### config.mk
export PLATFORM = sky130hd
export DESIGN_NAME = key_hold_and_press_buffer_unit
export DESIGN_NICKNAME = d
export VERILOG_FILES = /design/src/hdl/khpb_pkg.sv /design/src/hdl/key_hold_and_press_buffer_unit.sv /design/src/hdl/khpb_lane.sv /design/src/hdl/khpb_merge.sv
export SDC_FILE = /design/constraint.sdc
export NUM_CORES = 1
export LEC_CHECK = 0
export BUFFER_PORTS_ARGS = -buffer_cell sky130_fd_sc_hd__buf_2
export CORE_MARGIN = 1
export CORE_UTILIZATION = 25
export CTS_BUF_LIST = sky130_fd_sc_hd__clkbuf_16
export DETAILED_ROUTE_END_ITERATION = 12
export HOLD_SLACK_MARGIN = 0.03
export PLACE_DENSITY_LB_ADDON = 0.25
export REMOVE_ABC_BUFFERS = 1
export SLEW_MARGIN = 20
export SYNTH_ARGS = -nofsm -noshare
export SYNTH_HDL_FRONTEND = slang
export SYNTH_SLANG_ARGS = --single-unit
### constraint.sdc
create_clock -name clk -period 4 [get_ports clk]
set_input_delay 0.6 -clock clk [delete_from_list [all_inputs] [get_ports clk]]
set_output_delay 0.6 -clock clk [all_outputs]
set_load 0.02 [all_outputs]
### src/hdl/khpb_pkg.sv
// shared types and constants for the key hold and press buffer
package khpb_pkg;

  // fixed widths of the key masks and counters
  localparam int KEY_W        = 16;
  localparam int HOLD_W       = 16;
  localparam int WINDOW_W     = 4;
  localparam logic [HOLD_W-1:0]   HOLD_MAX     = 16'hFFFF;
  localparam logic [WINDOW_W-1:0] WINDOW_RESET = 4'd4;

  // what one key lane reports for the current item
  typedef struct packed {
    logic              query;
    logic              pressed;
    logic              held;
    logic              released;
    logic              buffered;
    logic [HOLD_W-1:0] hold;
  } lane_res_t;

endpackage

### src/hdl/key_hold_and_press_buffer_unit.sv
// top level of the key hold and press buffer
//
// usage:
//   input channel: in_valid / in_stall with pressed_keys, held_keys,
//   released_keys and query_key; one item is one frame tick.
//   output channel: out_valid / out_stall with the four hit flags and
//   hold_frames; one result item per input item, in order.
//   config channel: cfg_valid / cfg_ready with cfg_data, the buffer window
//   (frames searched for a buffered press); cfg_ready is always high.
// result: registered; it appears in the cycle after its item is accepted.
// throughput: one item per cycle while not stalled; every key has its own lane that updates
//   its press age and hold counter in the accept cycle, and the merge stage
//   reduces the lanes into the output register in the same cycle.
// stall: while out_stall holds a full output register, in_stall is raised
//   and the lanes keep their state; the result holds until taken.
// reset: synchronous; clears every hold counter, marks every key as not
//   pressed within the history, empties the output register and sets the
//   buffer window to 4. No clearing pass is needed.
module key_hold_and_press_buffer_unit
  import khpb_pkg::*;
#(
  parameter int HISTORY_DEPTH = 8,
  parameter int KEY_COUNT     = 16
) (
  input  logic                clk,
  input  logic                rst,
  input  logic                in_valid,
  output logic                in_stall,
  input  logic [KEY_W-1:0]    pressed_keys,
  input  logic [KEY_W-1:0]    held_keys,
  input  logic [KEY_W-1:0]    released_keys,
  input  logic [KEY_W-1:0]    query_key,
  output logic                out_valid,
  input  logic                out_stall,
  output logic                pressed_hit,
  output logic                held_hit,
  output logic                released_hit,
  output logic                buffered_hit,
  output logic [HOLD_W-1:0]   hold_frames,
  input  logic                cfg_valid,
  output logic                cfg_ready,
  input  logic [WINDOW_W-1:0] cfg_data
);

  localparam int HOLD_KEYS = (KEY_COUNT < KEY_W) ? KEY_COUNT : KEY_W;

  logic                load;
  logic [WINDOW_W-1:0] buffer_window;
  lane_res_t           lanes [KEY_W];

  // handshake: take an item unless a finished result is stuck
  assign in_stall  = out_valid & out_stall;
  assign load      = in_valid & ~in_stall;
  assign cfg_ready = 1'b1;

  // buffer window register
  always_ff @(posedge clk) begin
    if (rst) begin
      buffer_window <= WINDOW_RESET;
    end else if (cfg_valid && cfg_ready) begin
      buffer_window <= cfg_data;
    end
  end

  // one lane per key
  generate
    for (genvar k = 0; k < KEY_W; k++) begin : g_lane
      khpb_lane #(
        .HISTORY_DEPTH (HISTORY_DEPTH),
        .HAS_HOLD      (k < HOLD_KEYS)
      ) u_lane (
        .clk      (clk),
        .rst      (rst),
        .update   (load),
        .pressed  (pressed_keys[k]),
        .held     (held_keys[k]),
        .released (released_keys[k]),
        .query    (query_key[k]),
        .window   (buffer_window),
        .res      (lanes[k])
      );
    end
  endgenerate

  // merge lanes into the output register
  khpb_merge #(
    .HOLD_KEYS (HOLD_KEYS)
  ) u_merge (
    .clk          (clk),
    .rst          (rst),
    .load         (load),
    .lanes        (lanes),
    .out_stall    (out_stall),
    .out_valid    (out_valid),
    .pressed_hit  (pressed_hit),
    .held_hit     (held_hit),
    .released_hit (released_hit),
    .buffered_hit (buffered_hit),
    .hold_frames  (hold_frames)
  );

endmodule

### src/hdl/khpb_lane.sv
// one key lane: frames-since-press age and hold counter for a single key
module khpb_lane
  import khpb_pkg::*;
#(
  parameter int HISTORY_DEPTH = 8,
  parameter bit HAS_HOLD      = 1'b1
) (
  input  logic                clk,
  input  logic                rst,
  input  logic                update,
  input  logic                pressed,
  input  logic                held,
  input  logic                released,
  input  logic                query,
  input  logic [WINDOW_W-1:0] window,
  output lane_res_t           res
);

  localparam int AGE_W = $clog2(HISTORY_DEPTH + 1);
  localparam int CMP_W = (AGE_W > WINDOW_W) ? AGE_W : WINDOW_W;
  localparam logic [AGE_W-1:0] AGE_MAX = AGE_W'(HISTORY_DEPTH);

  // frames since the last press, saturating at the history depth
  logic [AGE_W-1:0]  age;
  logic [AGE_W-1:0]  age_next;
  logic [HOLD_W-1:0] hold_next;
  logic [CMP_W-1:0]  age_x;
  logic [CMP_W-1:0]  window_x;
  logic [CMP_W-1:0]  depth_x;

  always_comb begin
    if (pressed) begin
      age_next = '0;
    end else if (age == AGE_MAX) begin
      age_next = age;
    end else begin
      age_next = age + 1'b1;
    end
  end

  always_ff @(posedge clk) begin
    if (rst) begin
      age <= AGE_MAX;
    end else if (update) begin
      age <= age_next;
    end
  end

  // hold counter, only for keys that have one
  generate
    if (HAS_HOLD) begin : g_hold
      logic [HOLD_W-1:0] hold;

      always_comb begin
        if (!held) begin
          hold_next = '0;
        end else if (hold == HOLD_MAX) begin
          hold_next = hold;
        end else begin
          hold_next = hold + 1'b1;
        end
      end

      always_ff @(posedge clk) begin
        if (rst) begin
          hold <= '0;
        end else if (update) begin
          hold <= hold_next;
        end
      end
    end else begin : g_no_hold
      assign hold_next = '0;
    end
  endgenerate

  // window test on the updated age
  assign age_x    = CMP_W'(age_next);
  assign window_x = CMP_W'(window);
  assign depth_x  = CMP_W'(HISTORY_DEPTH);

  assign res.query    = query;
  assign res.pressed  = query & pressed;
  assign res.held     = query & held;
  assign res.released = query & released;
  assign res.buffered = query & (age_x < window_x) & (age_x < depth_x);
  assign res.hold     = hold_next;

endmodule

### src/hdl/khpb_merge.sv
// merging stage: combines lane results and holds the output register
module khpb_merge
  import khpb_pkg::*;
#(
  parameter int HOLD_KEYS = 16
) (
  input  logic              clk,
  input  logic              rst,
  input  logic              load,
  input  lane_res_t         lanes [KEY_W],
  input  logic              out_stall,
  output logic              out_valid,
  output logic              pressed_hit,
  output logic              held_hit,
  output logic              released_hit,
  output logic              buffered_hit,
  output logic [HOLD_W-1:0] hold_frames
);

  logic [KEY_W-1:0]  qmask;
  logic [KEY_W-1:0]  lowest;
  logic              any_pressed;
  logic              any_held;
  logic              any_released;
  logic              any_buffered;
  logic [HOLD_W-1:0] hold_sel;

  // reduce the lane flags and pick the lowest queried key with a counter
  always_comb begin
    any_pressed  = 1'b0;
    any_held     = 1'b0;
    any_released = 1'b0;
    any_buffered = 1'b0;
    for (int k = 0; k < KEY_W; k++) begin
      any_pressed  = any_pressed  | lanes[k].pressed;
      any_held     = any_held     | lanes[k].held;
      any_released = any_released | lanes[k].released;
      any_buffered = any_buffered | lanes[k].buffered;
      qmask[k]     = lanes[k].query & (k < HOLD_KEYS);
    end
    lowest   = qmask & (~qmask + 1'b1);
    hold_sel = '0;
    for (int k = 0; k < KEY_W; k++) begin
      hold_sel = hold_sel | (lanes[k].hold & {HOLD_W{lowest[k]}});
    end
  end

  // output valid
  always_ff @(posedge clk) begin
    if (rst) begin
      out_valid <= 1'b0;
    end else begin
      out_valid <= load | (out_valid & out_stall);
    end
  end

  // output payload
  always_ff @(posedge clk) begin
    if (load) begin
      pressed_hit  <= any_pressed;
      held_hit     <= any_held;
      released_hit <= any_released;
      buffered_hit <= any_buffered;
      hold_frames  <= hold_sel;
    end
  end

endmodule

-- Word-level counts from Yosys, hierarchy flattened
Cells that the tools add are included.
- flip-flop bits (word level): 345
- output and inout port bits: 23
- logic and storage cells: 377
- add/subtract/negate cells: 33
- $lt $le $gt $ge: 32
- equal/unequal tests: 32
- mux-type cells: 64
- bitwise operators: 177
- operator list (operator ; number):
    2-to-1 mux 16 bit ; 32
    adder 16 x 1 -> 16 bit, second input constant ; 17
    AND 16 bit ; 17
    == test 16 bit, second input constant ; 16
    bitwise OR 16 bit ; 15
    2-to-1 mux 4 bit ; 32
    AND 1 bit ; 82
    adder 4 x 1 -> 4 bit, second input constant ; 16
    == test 4 bit, second input constant ; 16
    < comparator 4 bit ; 16
    < comparator 4 bit, second input constant ; 16
    bitwise OR 1 bit ; 61
    NOT 16 bit ; 1
    NOT 1 bit ; 1

-- Longest topological paths before layout
- depth in word-level cells: 21
- depth in mapped cells: 10
- depth with buffers taken out: 10

-- Cells and area by module
Synthesis repeated with hierarchy kept, for this count alone.
- cells, all modules: 3827
- area, all modules: 28140.7 um^2
- by module, submodules not included (module ; instances ; cells an instance ; area an instance (um^2) ; sequential area each (um^2)):
    khpb_lane at g_lane[0].u_lane ... ; 15 ; 212 ; 1561.5 ; 400.4
    khpb_merge ; 1 ; 420 ; 2947.8 ; 620.6
    khpb_lane at g_lane[6].u_lane ; 1 ; 210 ; 1596.5 ; 400.4
    key_hold_and_press_buffer_unit ; 1 ; 17 ; 173.9 ; 80.1

-- Worst setup path before layout
OpenSTA, ideal clock, no wires.
- path type: register -> register
- start: register g_lane[0].u_lane.g_hold.hold[2]
- end: register u_merge.hold_frames[15] (data pin)
- arrival: 2819 ps
- required time: 3728 ps
- slack: 909 ps
- cell stages (with the launch flop): 9
- cell sequence: dfxtp_1 clkbuf_1 nand4_1 nor4_1 nand3_1 xor2_1 o221ai_1 or4_1 or4_1
- word-level cells in the longest chain between the ends: 19
- RTL lines (item ; RTL line ; source):
    from (decl) ; khpb_lane.sv:52 ; logic [HOLD_W-1:0] hold;
    from (signal assigned) ; khpb_lane.sv:68 ; hold <= hold_next;
    adder 16 x 1 -> 16 bit or == test 16 bit (tied branches) ; khpb_lane.sv:60, khpb_lane.sv:57 ;
    2-to-1 mux 16 bit (*) ; khpb_lane.sv:57 ; end else if (hold == HOLD_MAX) begin
    2-to-1 mux 16 bit (*) ; khpb_lane.sv:55 ; if (!held) begin
    AND 16 bit (*) ; khpb_merge.sv:44 ; hold_sel = hold_sel | (lanes[k].hold & {HOLD_W{lowest[k]}});
    bitwise OR 16 bit (*) (15 in series) ; khpb_merge.sv:44 ;
    named net u_merge.hold_sel[15] ; khpb_merge.sv:26 ; logic [HOLD_W-1:0] hold_sel;
    to (signal assigned) ; khpb_merge.sv:64 ; hold_frames <= hold_sel;
    to (decl) ; khpb_merge.sv:17 ; output logic [HOLD_W-1:0] hold_frames
Mark *: on every way through the listed nets, which the timed path passes. The rest lies on a longest branch.
A chain may end at the register's enable or synchronous reset.

-- Final worst setup path
- start: register g_lane[6].u_lane.g_hold.hold[0]
- end: register u_merge.hold_frames[9] (data pin)
- word-level cells in the longest chain between the ends: 14
- RTL lines (item ; RTL line):
    from (decl) ; khpb_lane.sv:52
    from (signal assigned) ; khpb_lane.sv:68
    adder 16 x 1 -> 16 bit or == test 16 bit (tied branches) ; khpb_lane.sv:60, khpb_lane.sv:57
    2-to-1 mux 16 bit (*) ; khpb_lane.sv:57
    2-to-1 mux 16 bit (*) ; khpb_lane.sv:55
    AND 16 bit (*) ; khpb_merge.sv:44
    bitwise OR 16 bit (*) (10 in series) ; khpb_merge.sv:44
    named net u_merge.hold_sel[9] ; khpb_merge.sv:26
Marked as above.

==> results.toml <==
[route]
drc = 0
drtPass1Iterations = 6
drt_iter0_drc = 2420
drtAntennaViolNets = 0
wl_per_cell_um = 21.7
wl_um = 104000
vias_per_cell = 5.49
vias = 26365

[yosys]
ys.flop_type = "dfxtp_1"
yosysSeqAreaShare = 0.288
postSynthCellCount = 3482
async_flop_share = 0
netlist_top_cells_area = "dfxtp_1 (26%), a21oi_1 (7.5%), nand2_1 (7.2%)"
yosys.area.top_type = "dfxtp_1"
synth.distinct_cells = 86
yosysWarnings = 0
synth.top_cell.area_share = 0.264
synthesis.area_sq_um = 24700
syn_avg_cell_area_sq_um = 7.09
synth-edff-count = 20
synth_seq_cells = 345

[clock_tree]
cts_buffers = 47
cts_setup_buffers = 0
cts_sinks = 345
cts_tree = "yes"
cts_root_buffer = "clkbuf_16"
cts-resized-gates = 0
htree_levels = 2
holdBufCountCts = 0
clk_latency_ns = 0.61
clockBufferDepth = 3
cts.clk_slew.worst_paths_ns = 0.06

[floorplan]
initial_core_util = 0.254
die-area_sq_um = 100000
die_h_um = 316
core_sq_um = 97300
fp.dieW_um = 316
row_count = 114
pin_count = 96

[finish]
area_growth_pct = 13.5
num-fill-cells = 10714
fin_util = 0.288
layout_commonest_cell = "nand2_1"
final_nets = 3653
drive_gt1_frac = 0.0789
finalNonFillerCells = 4801
layout_common_cells = "nand2_1 (475), a21oi_1 (370), nor2_1 (359)"

[power]
p_clk_frac = 0.475
p_sw_frac = 0.288
p_int_mw = 6.07
p_seq_frac = 0.420
cellLeakagePower_nw = 9.43
vdd_drop_max_mv = 0.267
power_switching_mw = 2.46
comb_power_share = 0.105
p_per_area_nw_per_um2 = 305

[run_status]
outcome = "completed"

[worst_setup_path]
start_kind = "flop"
crit_path_max_fanout = 7
crit_type = "flop to flop"
worstPathRequired_ns = 4.32
crit_path_end_kind = "flop"
arrival_ns = 3.93

[timing]
finalCriticalPeriod_ns = 3.61
whs_ns = 0.202
hold_viol = 0
max_freq_mhz = 277
finalSetupTns_ns = 0
relSlewSlack = 0.369
min_period_over_period = 0.902
setup_viol = 0
finalClockSkew_ns = 0.0202
final-max-slew-violation-count = 0
rsz0062_at_grt = "no"
tightest_slew_ns = 0.947

[flow_run]
drv_cap = 0

[hold_path]
hp-class = "input pin to flop"

[global_routing]
grt_pass1_vias = 23443
grt_first_pass_wirelength_um = 155000
grt_max_degree = 148
antenna_found_initial = 5
grt-ovfl-total = 0
track_usage = 0.203

[place]
place_congestion = 1.00
dpl.cell_count = 4713
io_buffers = 94
dpl.hpwl_um = 78200
## sequential cells by signal, summed over array words and instances, names as in the netlist
register                   count
g_lane.u_lane.age             64
u_merge.pressed_hit            1
u_merge.buffered_hit           1
u_merge.hold_frames           16
g_lane.u_lane.g_hold.hold    256
buffer_window                  4
u_merge.released_hit           1
u_merge.held_hit               1
u_merge.out_valid              1
## worst paths after layout
path | slack [ns] | cells after the start | end | from
setup / recovery | 0.39 | 8 | u_merge.hold_frames[9] | g_lane[6].u_lane.g_hold.hold[0]
hold / removal | 0.20 | 3 | buffer_window[2] | cfg_data[2]
setup reg to reg | 0.39 | 8 | u_merge.hold_frames[9] | g_lane[6].u_lane.g_hold.hold[0]
hold reg to reg | 0.49 | 2 | g_lane[12].u_lane.g_hold.hold[14] | g_lane[12].u_lane.g_hold.hold[14]
## power by group through the flow
stage	Clock [mW]	Sequential, mW	Combinational (mW)
finish	4.05	3.59	0.898
global placement	0	3.66	0.891
CTS	4.16	3.58	0.895
detailed placement	0	3.66	0.891
global route	4.29	3.59	0.985
floorplan	0	3.65	0.470
## worst max-delay path, cell delays in order, from the launching register on
cell,delay (ns)
dfxtp_1,0.45
ha_1,0.20
nand3_1,0.22
or2_2,0.42
o311ai_0,0.66
xnor2_1,0.27
a222oi_1,0.45
nor4bb_1,0.49
nand3_1,0.15
## synth_stat cells, types with 6 or more instances
cell type and n:
or2_2 18, a21oi_1 370, mux2_2 6, and4_1 23, buf_2 8, nand2b_1 32, a22o_1 9, nor2_1 359
o21ai_0 144, o221ai_1 9, a211oi_1 22, a31oi_1 18, nor3_1 230, xnor2_1 109, o211ai_1 36, a2111oi_0 18
or4_1 28, nand3_1 177, clkbuf_1 191, nand4_1 110, a21o_1 25, nor3b_1 16, nand2_1 476, nor4_1 62
inv_1 90, and3_1 43, ha_1 94, nor2b_1 25, xor2_1 87, a221oi_1 18, or3_1 22, a211o_1 6
o22ai_1 41, dfxtp_1 325, o21a_1 13, buf_1 12, and2_1 15, o2111ai_1 16, a22oi_1 24, nand3b_1 19
mux2i_1 25, edfxtp_1 20
## final cells by class
cell class / instances / area [sq um] / area share
Multi-Input combinational cell: 2829 / 16400 / 0.585
Sequential cell: 345 / 7110 / 0.254
Tap cell: 1276 / 1600 / 0.0570
Clock buffer: 48 / 1200 / 0.0429
Timing Repair Buffer: 173 / 1140 / 0.0406
Inverter: 90 / 345 / 0.0123
Clock inverter: 39 / 226 / 0.00809
Antenna cell: 1 / 2.50 / 0.0000893
## per-stage QoR
stage	power [mW]	cell area (sq um)	worst slack, ns
global placement	4.55	26600	0.368
CTS	8.64	28000	0.474
floorplan	4.12	23800	-6.91
finish	8.53	28000	0.391
detailed placement	4.55	26600	0.323
global route	8.87	28000	0.243
## kinds of logic (layout without fill, tap and decap cells)
logic type / after synthesis / count (layout) / synth area share
and+or+nand+nor: 1678 / 1678 / 0.329
AOI/OAI and AO/OA: 829 / 829 / 0.204
DFF: 345 / 345 / 0.288
buffers and inverters: 308 / 350 / 0.0482
xor gates and xnor gates: 196 / 196 / 0.0695
adders and majority gates: 94 / 94 / 0.0477
muxes: 31 / 31 / 0.0129
other: 1 / 2 / 0.000152
## per-layer routing
metal	wire length (um)	share of wire	vias up	track usage
li1	-	-	12700	-
met1	47500	0.46	12570	0.284
met2	44700	0.43	904	0.306
met3	7660	0.073	189	0.0339
met4	4500	0.043	2	0.0827
met5	8	0.000077	-	0
No activity file was read; power rests on OpenSTA's default activity.
